--- src/sv/lwu_flow.sv ---
// Per-stage valid bits and load enables of the update pipeline.
`default_nettype none

module lwu_flow #(
    parameter int STAGES = 8
) (
    input  wire logic              clk,
    input  wire logic              rst_n,
    input  wire logic              in_valid,
    output logic                   in_ready,
    input  wire logic              out_ready,
    output logic [STAGES-1:0]      load,
    output logic [STAGES-1:0]      valid
);

    logic [STAGES:0]   chain;
    logic [STAGES-1:0] upstream;
    logic [STAGES-1:0] vld_reg;
    logic [STAGES-1:0] vld_next;

    always_comb
    begin
        chain[STAGES] = out_ready;
        for (int k = STAGES - 1; k >= 0; k--)
        begin
            chain[k] = !vld_reg[k] || chain[k+1];
        end
    end

    assign upstream = {vld_reg[STAGES-2:0], in_valid};

    always_comb
    begin
        for (int k = 0; k < STAGES; k++)
        begin
            vld_next[k] = chain[k] ? upstream[k] : vld_reg[k];
        end
    end

    always_ff @(posedge clk or negedge rst_n)
    begin
        if (!rst_n)
        begin
            vld_reg <= '0;
        end
        else
        begin
            vld_reg <= vld_next;
        end
    end

    assign load     = chain[STAGES-1:0];
    assign valid    = vld_reg;
    assign in_ready = chain[0];

endmodule

`default_nettype wire

--- config.mk ---
export PLATFORM = sky130hd
export DESIGN_NAME = lwu_flow
export DESIGN_NICKNAME = d
export VERILOG_FILES = /design/src/sv/lwu_flow.sv
export SDC_FILE = /design/constraint.sdc
export NUM_CORES = 1
export LEC_CHECK = 0
export ABC_AREA = 1
export BUFFER_PORTS_ARGS = -buffer_cell sky130_fd_sc_hd__buf_4
export CORE_AREA = 2 2 39 41
export DETAILED_ROUTE_END_ITERATION = 10
export DIE_AREA = 0 0 41 43
export PLACE_DENSITY = 0.51
export SLEW_MARGIN = 20
export SYNTH_ARGS = -nofsm -noshare
export SYNTH_HDL_FRONTEND = slang
export SYNTH_SLANG_ARGS = --single-unit
--- constraint.sdc ---
create_clock -name clk -period 1.22 [get_ports clk]
set_input_delay 0.122 -clock clk [delete_from_list [all_inputs] [get_ports clk]]
set_output_delay 0.122 -clock clk [all_outputs]
set_load 0.03 [all_outputs]
==> flow_metrics.env, run 1 <==
export IMPL_status="finished, violations left"
export IMPL_violations="negative setup slack"
export IMPL_ratio_of_cells_with_drive_above_1_in_the_final_layout_pct=61.8
export IMPL_netlist_area_um2=354
export IMPL_synth_top_cells_by_area="dfrtp_1 57%, inv_1 11%, nand2_1 9.5%, nand4_4 6.0%, nor3_4 4.6%"
export IMPL_top_routing_layer_in_use="met3"
export IMPL_largest_buffer_count_on_any_clock_path=2
export IMPL_worst_setup_path_end_kind="output pin"
export IMPL_fp_dieArea_um2=1760
export IMPL_hold_viol_final=0
export IMPL_pwr_density_cell_nw_per_um2=1750
export IMPL_achievable_frequency_mhz=675
export IMPL_rsz0062_at_grt="true"
export IMPL_antenna_found_initial=0
export IMPL_core_area_um2=1380
export IMPL_mostFrequentLayoutCell="buf_4"
export IMPL_multiInputGateArea_um2=128
export IMPL_routabilityCongestion=0.583
export IMPL_synth_largest_type_area_fraction_pct=56.5
export IMPL_relSlewSlack_pct=80.9
export IMPL_global_route_wire_length_before_repair_mm=1.16
export IMPL_number_of_global_route_vias_before_repair=294
export IMPL_clkSinkCount=8
export IMPL_synth_top_area_cell="dfrtp_1"
export IMPL_switching_share_pct=40.3
export IMPL_detail_route_iter0_violations=3
export IMPL_p_int_uw=703
export IMPL_chipHeight_um=43
export IMPL_layoutNonFillerInstCount=84
export IMPL_seqCellArea_um2=204
export IMPL_via_count=343
export IMPL_report_power_total_mw=1.18
export IMPL_cp_max_fo=4
export IMPL_syn2layout_area_growth_pct=90.1
export IMPL_post_route_core_utilization_pct=48.6
export IMPL_grt_util_all_layers_pct=10.2
export IMPL_worstHoldPathType="in -> reg"
export IMPL_worstMarginPinSlew_ns=0.285
export IMPL_routed_wl_um=809
export IMPL_grt_start_max_net_pins=9
export IMPL_final_critical_path_setup_slack_ns=-0.261
export IMPL_clock_skew_final_ns=0.000205
export IMPL_ctsHtreeMaxLevel=1
export IMPL_cts_reportedPaths_clkPinSlew_ns=0.06
export IMPL_cp_data_required_time_ns=1.10
export IMPL_nFillCells=150
export IMPL_crit_path_category="reg -> out"
export IMPL_cts_tree="done"
export IMPL_layout_min_cycle_time_ns=1.48
export IMPL_power_switching_uw=475
export IMPL_synth_warn=0
export IMPL_yosys_cell_types_count=11
export IMPL_std_cell_rows=14
export IMPL_power_share_clock_pct=18.5
export IMPL_p_seq_share_pct=30.1
export IMPL_largest_register_ff_count=8
export IMPL_ys_seq_elements=8
export IMPL_initial_core_util_pct=25.6
export IMPL_via_density_per_instance=4.08
export IMPL_port_buffer_count=20
export IMPL_met3_length_um=66
export IMPL_final_setup_violating_endpoints=7
export IMPL_m1WireLength_um=348
export IMPL_synthesis_nets=39
export IMPL_drtPass1Iterations=2
export IMPL_cts_made_buffers=3
export IMPL_final_cell_mix="21 x buf_4, 9 x inv_1, 8 x buf_6"
export IMPL_post_route_period_util_pct=121
export IMPL_timing_critical_path_from_type="flop"
export IMPL_antenna_cells_inserted=0
export IMPL_drcViolationCount=0
export IMPL_routed_wl_met2_um=394
export IMPL_peakVddDrop_uv=713
export IMPL_setup_tns_final_ns=-1.36
export IMPL_detailedPlace_worstSlack_ns=0.0132
export IMPL_synth_cells=35
export IMPL_dpl_cell_count=73
export IMPL_comb_power_share_pct=51.3
export IMPL_hpwlAfterDp_um=595
export IMPL_syn_avg_cell_area_um2=10.1
export IMPL_maxCapViolations=0
export IMPL_clk_root_buffer_cell="clkbuf_4"
export IMPL_ant_nets=0
export IMPL_die_w_um=41
export IMPL_boundaryPins=21
export IMPL_total_count_of_max_transition_violations_in_the_final_report=0
export IMPL_post_drt_wl_per_cell_um=9.63
export IMPL_worst_skew_pair_late_latency_ns=0.25
export IMPL_grt_ovfl_total=0
export IMPL_synth_seq_area_share_pct=56.5
export IMPL_design_final_nets=73
export IMPL_cp_data_arrival_time_ns=1.36
export IMPL_leakage_nw=0.352
==> per-layer routing <==
metal	track usage, %	vias to the layer above
li1	-	169
met1	12.1	160
met2	14.4	14
met3	4.71	0
met4	6.00	0
met5	0	-
==> layout make-up <==
class / instances / share of cell area, %
Inverter: 10 / 5.58
Sequential cell: 8 / 30.3
Multi-Input combinational cell: 16 / 19.0
Timing Repair Buffer: 30 / 38.3
Tap cell: 16 / 2.97
Clock buffer: 4 / 3.90
==> metrics by stage <==
stage / instance area (µm²) / hold WS (ns)
6_report: 673 / 0.0472
2_1_floorplan: 367 / -0.174
5_1_grt: 673 / 0.0530
4_1_cts: 607 / 0.0379
3_5_place_dp: 552 / -0.0516
3_3_place_gp: 552 / -0.0513
==> worst max-delay path: stages, from the launching register on <==
cell and delay [ns]:
dfrtp_2 0.38, nand4_4 0.12, nor3_4 0.25, buf_6 0.16, nand2_4 0.05, buf_6 0.15
==> kinds of logic (layout without fill, tap and decap cells) <==
kind of cell	count (synthesis)	count (layout)	synth area share (%)
DFF	8	8	56.5
buffers and inverters	11	44	12.7
and+or+nand+nor	16	16	30.7
==> power by group through the flow <==
stage | logic (mW) | clock network, mW | registers [mW]
CTS | 0.511 | 0.235 | 0.352
global route | 0.648 | 0.249 | 0.361
finish | 0.605 | 0.218 | 0.355
detailed placement | 0.481 | 0 | 0.359
global placement | 0.482 | 0 | 0.357
floorplan | 0.216 | 0 | 0.440
==> Yosys cell counts <==
master and count:
dfrtp_1 8, buf_4 1, nand3_2 1, nor2_1 1, or2_1 1, nand4_2 1
nand3_1 1, nand4_4 1, nand2_1 9, nor3_4 1, inv_1 10
==> worst paths after layout <==
path | start | to | slack, ns | cells after the start
worst max-delay path | valid[5]$_DFFE_PN0P_ | load[2] | -0.26 | 5
worst min-delay path | in_valid | valid[0]$_DFFE_PN0P_ | 0.05 | 3
worst max register to register | valid[5]$_DFFE_PN0P_ | valid[2]$_DFFE_PN0P_ | 0.02 | 6
worst min register to register | valid[3]$_DFFE_PN0P_ | valid[4]$_DFFE_PN0P_ | 0.52 | 2
max in group asynchronous | rst_n | valid[7]$_DFFE_PN0P_ | 0.85 | 2
min in group asynchronous | rst_n | valid[4]$_DFFE_PN0P_ | 0.23 | 2
==> repair_timing <==
item | 4_1_cts | 5_1_grt
pin swaps | 1 | 1
hold endpoints to repair | 8 | 0
cloned | 0 | 0
buffers inserted | 1 | 5
setup endpoints to repair | 7 | 8
gates resized for setup | 3 | 9
hold buffers | 1 | 0
Note: power is estimated with default switching activity, not from simulation.
==> run 2: changes to the inputs <==
--- a/config.mk
+++ b/config.mk
@@ -6,11 +6,11 @@
 export NUM_CORES = 1
 export LEC_CHECK = 0
 export ABC_AREA = 1
-export BUFFER_PORTS_ARGS = -buffer_cell sky130_fd_sc_hd__buf_4
 export CORE_AREA = 2 2 39 41
 export DETAILED_ROUTE_END_ITERATION = 10
 export DIE_AREA = 0 0 41 43
-export PLACE_DENSITY = 0.51
+export DONT_BUFFER_PORTS = 1
+export PLACE_DENSITY = 0.38
 export SLEW_MARGIN = 20
 export SYNTH_ARGS = -nofsm -noshare
 export SYNTH_HDL_FRONTEND = slang
==> flow_metrics.env, run 2 (same netlist as run 1, synthesis figures left out) <==
export IMPL_post_route_period_util_pct=117
export IMPL_worstMarginPinSlew_ns=0.354
export IMPL_finalInstanceArea_um2=598
export IMPL_final_setup_violating_endpoints=7
export IMPL_startpoint_of_the_lowest_slack_register_to_register_path="valid[6]$_DFFE_PN0P_"
export IMPL_ctsHtreeMaxLevel=1
export IMPL_pwr_density_cell_nw_per_um2=1830
export IMPL_final_critical_path_setup_slack_ns=-0.205
export IMPL_mostFrequentLayoutCell="buf_4"
export IMPL_cp_max_fo=4
export IMPL_hold_viol_final=0
export IMPL_drcViolationCount=0
export IMPL_detail_route_iter0_violations=2
export IMPL_global_route_wire_length_before_repair_mm=1.18
export IMPL_cp_data_arrival_time_ns=1.30
export IMPL_achievable_frequency_mhz=702
export IMPL_clock_skew_final_ns=0.000132
export IMPL_worst_skew_pair_late_latency_ns=0.25
export IMPL_crit_path_category="reg -> out"
export IMPL_largest_register_ff_count=8
export IMPL_seqCellArea_um2=204
export IMPL_worstHoldEndpoint="valid[7]$_DFFE_PN0P_"
export IMPL_cts_reportedPaths_clkPinSlew_ns=0.05
export IMPL_port_buffer_count=0
export IMPL_boundaryPins=21
export IMPL_drtPass1Iterations=3
export IMPL_die_w_um=41
export IMPL_ant_nets=0
export IMPL_setup_tns_final_ns=-1.04
export IMPL_multiInputGateArea_um2=118
export IMPL_cts_tree="done"
export IMPL_design_final_nets=62
export IMPL_worstHoldPathType="in -> reg"
export IMPL_chipHeight_um=43
export IMPL_grt_start_max_net_pins=9
export IMPL_status="finished, violations left"
export IMPL_violations="negative setup slack"
export IMPL_worst_setup_path_end_kind="output pin"
export IMPL_grt_ovfl_total=0
export IMPL_total_count_of_max_transition_violations_in_the_final_report=0
export IMPL_leakage_nw=0.301
export IMPL_grt_util_all_layers_pct=10.2
export IMPL_routed_wl_um=742
export IMPL_nFillCells=148
export IMPL_worst_r2r_setup_slack_ns=0.10
export IMPL_std_cell_rows=14
export IMPL_timing_critical_path_from_type="flop"
export IMPL_ratio_of_cells_with_drive_above_1_in_the_final_layout_pct=50.9
export IMPL_rsz0062_at_grt="true"
export IMPL_layout_min_cycle_time_ns=1.43
export IMPL_via_density_per_instance=4.07
export IMPL_antenna_found_initial=0
export IMPL_final_cell_mix="11 x buf_4, 9 x nand2_1, 8 x inv_1"
export IMPL_antenna_cells_inserted=0
export IMPL_post_drt_wl_per_cell_um=10.2
export IMPL_cp_data_required_time_ns=1.10
export IMPL_clk_root_buffer_cell="clkbuf_4"
export IMPL_hpwlAfterDp_um=607
export IMPL_fp_dieArea_um2=1760
export IMPL_dpl_cell_area_um2=517
export IMPL_syn2layout_area_growth_pct=68.9
export IMPL_routabilityCongestion=0.676
export IMPL_cts_made_buffers=3
export IMPL_hold_worst_slack_ns=0.123
export IMPL_worst_r2r_cell_count=5
export IMPL_core_area_um2=1380
export IMPL_r2r_end="valid[1]$_DFFE_PN0P_"
export IMPL_initial_core_util_pct=25.6
export IMPL_largest_buffer_count_on_any_clock_path=2
export IMPL_detailedPlace_worstSlack_ns=0.0237
export IMPL_timing_hold_worst_path_depth=3
export IMPL_number_of_global_route_vias_before_repair=292
export IMPL_via_count=297
export IMPL_report_power_total_mw=1.09
export IMPL_min_delay_start="out_ready"
export IMPL_relSlewSlack_pct=76.3
export IMPL_clkSinkCount=8
export IMPL_peakVddDrop_uv=725
export IMPL_maxCapViolations=0
[run 2: changes by cell type in the layout (fill, tap and decap cells not counted), sizes merged]
cell	delta
buf	-12
dlygate4sd3	+1
[run 2: worst max-delay path, cell delays in order, from the launching register on]
cell     delay [ns]
dfrtp_2        0.38
nand4_4        0.12
nor3_4         0.23
nand4_4        0.14
buf_12         0.18
[run 2: routing by layer]
layer  wire length, µm  track usage [%]  vias to the layer above
met5                 0                0                        -
met4                 0             6.00                        0
met3               102             3.66                        0
met2               375             16.3                       17
met1               264             10.9                      130
li1                  -                -                      150
[run 2: worst max-delay path by stage]
stage | from | endpoint | slack, ns | cells after the start
after global placement | valid[5]$_DFFE_PN0P_ | load[0] | 0.05 | 4
after global routing | valid[6]$_DFFE_PN0P_ | load[0] | -0.29 | 4
after CTS | valid[6]$_DFFE_PN0P_ | load[0] | -0.24 | 4
final | valid[6]$_DFFE_PN0P_ | load[0] | -0.21 | 4
after detailed placement | valid[5]$_DFFE_PN0P_ | load[0] | 0.02 | 4
after floorplan | valid[7]$_DFFE_PN0P_ | load[0] | -0.32 | 4
[run 2: power breakdown]
part / leakage (nW) / internal (mW) / switching (mW)
logic: 0.206 / 0.206 / 0.321
clock network: 0.0150 / 0.125 / 0.0888
registers: 0.0801 / 0.309 / 0.0439
[run 2: area by class of cell]
class / instances / area share [%]
Inverter: 10 / 7.11
Multi-Input combinational cell: 16 / 19.7
Timing Repair Buffer: 19 / 31.4
Clock buffer: 4 / 4.39
Tap cell: 16 / 3.35
Sequential cell: 8 / 34.1
[run 2: per-stage QoR]
stage	util, %	std cells
floorplan	-	35
global placement	37.3	65
detailed placement	37.3	65
CTS	43.9	74
global route	43.2	73
finish	43.2	73
[run 2: what timing repair did]
action,CTS,global route
hold buffers,2,0
pin swaps,1,0
hold endpoints to repair,9,0
resized for setup,7,2
endpoints found under the setup margin,8,10
setup buffers,3,0
==> run 3: changes to the inputs <==
--- a/config.mk
+++ b/config.mk
@@ -7,10 +7,12 @@
 export LEC_CHECK = 0
 export ABC_AREA = 1
 export CORE_AREA = 2 2 39 41
+export CTS_BUF_LIST = sky130_fd_sc_hd__clkbuf_16
 export DETAILED_ROUTE_END_ITERATION = 10
 export DIE_AREA = 0 0 41 43
 export DONT_BUFFER_PORTS = 1
 export PLACE_DENSITY = 0.38
+export SKIP_CTS_REPAIR_TIMING = 1
 export SLEW_MARGIN = 20
 export SYNTH_ARGS = -nofsm -noshare
 export SYNTH_HDL_FRONTEND = slang
==> flow_metrics.env, run 3 (same netlist as run 1, synthesis figures left out) <==
export IMPL_status="finished, violations left"
export IMPL_violations="negative hold slack, negative setup slack"
export IMPL_routed_wl_um=737
export IMPL_drcViolationCount=0
export IMPL_critical_path_top_cell_by_count="nand4_4"
export IMPL_die_w_um=41
export IMPL_chipHeight_um=43
export IMPL_achievable_frequency_mhz=700
export IMPL_grt_util_all_layers_pct=10.2
export IMPL_post_route_period_util_pct=117
export IMPL_initial_core_util_pct=25.6
export IMPL_relSlewSlack_pct=75.5
export IMPL_mostFrequentLayoutCell="buf_4"
export IMPL_ant_nets=0
export IMPL_std_cell_rows=14
export IMPL_grt_ovfl_total=0
export IMPL_cts_tree="done"
export IMPL_cp_max_stage_cell="dfrtp_2"
export IMPL_worstMarginPinSlew_ns=0.366
export IMPL_final_setup_violating_endpoints=6
export IMPL_cp_max_fo=5
export IMPL_largest_buffer_count_on_any_clock_path=2
export IMPL_cts_reportedPaths_clkPinSlew_ns=0.04
export IMPL_dpl_cell_area_um2=517
export IMPL_worstPathCellList="nand4_4 -> nor3_4 -> nand4_4 -> buf_12"
export IMPL_leakage_nw=0.317
export IMPL_number_of_global_route_vias_before_repair=278
export IMPL_syn2layout_area_growth_pct=76.3
export IMPL_post_drt_wl_per_cell_um=10.4
export IMPL_report_power_total_mw=1.40
export IMPL_clock_skew_final_ns=0.00116
export IMPL_hpwlAfterDp_um=607
export IMPL_total_count_of_max_transition_violations_in_the_final_report=0
export IMPL_worstHoldPathType="in -> reg"
export IMPL_post_route_core_utilization_pct=45.1
export IMPL_port_buffer_count=0
export IMPL_cts_made_buffers=3
export IMPL_via_density_per_instance=4.18
export IMPL_cp_data_arrival_time_ns=1.31
export IMPL_antenna_cells_inserted=0
export IMPL_timing_critical_path_from_type="flop"
export IMPL_hold_viol_final=1
export IMPL_antenna_found_initial=0
export IMPL_finalInstanceArea_um2=624
export IMPL_layout_min_cycle_time_ns=1.43
export IMPL_nFillCells=146
export IMPL_final_critical_path_setup_slack_ns=-0.210
export IMPL_grt_start_max_net_pins=9
export IMPL_worst_setup_path_end_kind="output pin"
export IMPL_critical_path_max_stage_delay_ns=0.38
export IMPL_multiInputGateArea_um2=118
export IMPL_drtPass1Iterations=2
export IMPL_clkSinkCount=8
export IMPL_boundaryPins=21
export IMPL_detail_route_iter0_violations=2
export IMPL_routabilityCongestion=0.676
export IMPL_worst_skew_pair_late_latency_ns=0.23
export IMPL_pwr_density_cell_nw_per_um2=2240
export IMPL_seqCellArea_um2=204
export IMPL_rsz0062_at_grt="true"
export IMPL_peakVddDrop_uv=901
export IMPL_core_area_um2=1380
export IMPL_design_final_nets=60
export IMPL_global_route_wire_length_before_repair_mm=1.13
export IMPL_hold_worst_slack_ns=-0.0161
export IMPL_ctsHtreeMaxLevel=1
export IMPL_maxCapViolations=0
export IMPL_ratio_of_cells_with_drive_above_1_in_the_final_layout_pct=49.1
export IMPL_largest_register_ff_count=8
export IMPL_crit_path_category="reg -> out"
export IMPL_fp_dieArea_um2=1760
export IMPL_via_count=297
export IMPL_cp_data_required_time_ns=1.10
export IMPL_final_cell_mix="11 x buf_4, 10 x inv_1, 9 x nand2_1"
export IMPL_clk_root_buffer_cell="clkbuf_16"
## run 3: report_power, final
part / switching (mW) / leakage, nW / total, mW / internal [mW]
registers: 0.0436 / 0.0801 / 0.354 / 0.310
logic: 0.310 / 0.194 / 0.494 / 0.184
clock network: 0.125 / 0.0423 / 0.552 / 0.426
## run 3: final cells by class
cell class	instances	share of cell area (%)
inverters	10	6.01
repair buffers	17	26.7
multi-input cells	16	18.8
flip-flops and latches	8	32.7
clock buffers	3	12.0
well taps	16	3.21
clock inverters	1	0.601
## run 3: path summary, 6_finish.rpt
check,from,endpoint,slack (ns),depth (start not counted)
min in group asynchronous,rst_n,valid[0]$_DFFE_PN0P_,0.24,1
max,valid[6]$_DFFE_PN0P_,load[0],-0.21,4
min reg2reg,valid[4]$_DFFE_PN0P_,valid[5]$_DFFE_PN0P_,0.51,2
max reg2reg,valid[6]$_DFFE_PN0P_,valid[1]$_DFFE_PN0P_,0.08,5
max in group asynchronous,rst_n,valid[5]$_DFFE_PN0P_,0.69,1
min,in_valid,valid[0]$_DFFE_PN0P_,-0.02,2
## run 3: through the flow
step,instances,setup WS (ns),TNS [ns],hold slack [ns]
after floorplan,35,-0.321,-1.26,-0.174
after global placement,65,0.0504,0,-0.173
after detailed placement,65,0.0237,0,-0.173
after CTS,69,-0.231,-1.15,-0.416
after global routing,71,-0.277,-1.43,0.00232
final,71,-0.210,-1.00,-0.0161
## run 3: metal layers
layer | GRT usage [%] | vias up | share of wire [%]
met5 | 0 | - | 0
met4 | 8.00 | 0 | 2.2
met3 | 5.76 | 2 | 14
met2 | 14.1 | 20 | 45
met1 | 10.9 | 130 | 39
li1 | - | 145 | -
## run 3: critical path: cells and delay by family, from the launching register on
kind | cells | cell delay, ns
and+or+nand+nor | 3 | 0.51
DFF | 1 | 0.38
buffers and inverters | 1 | 0.18
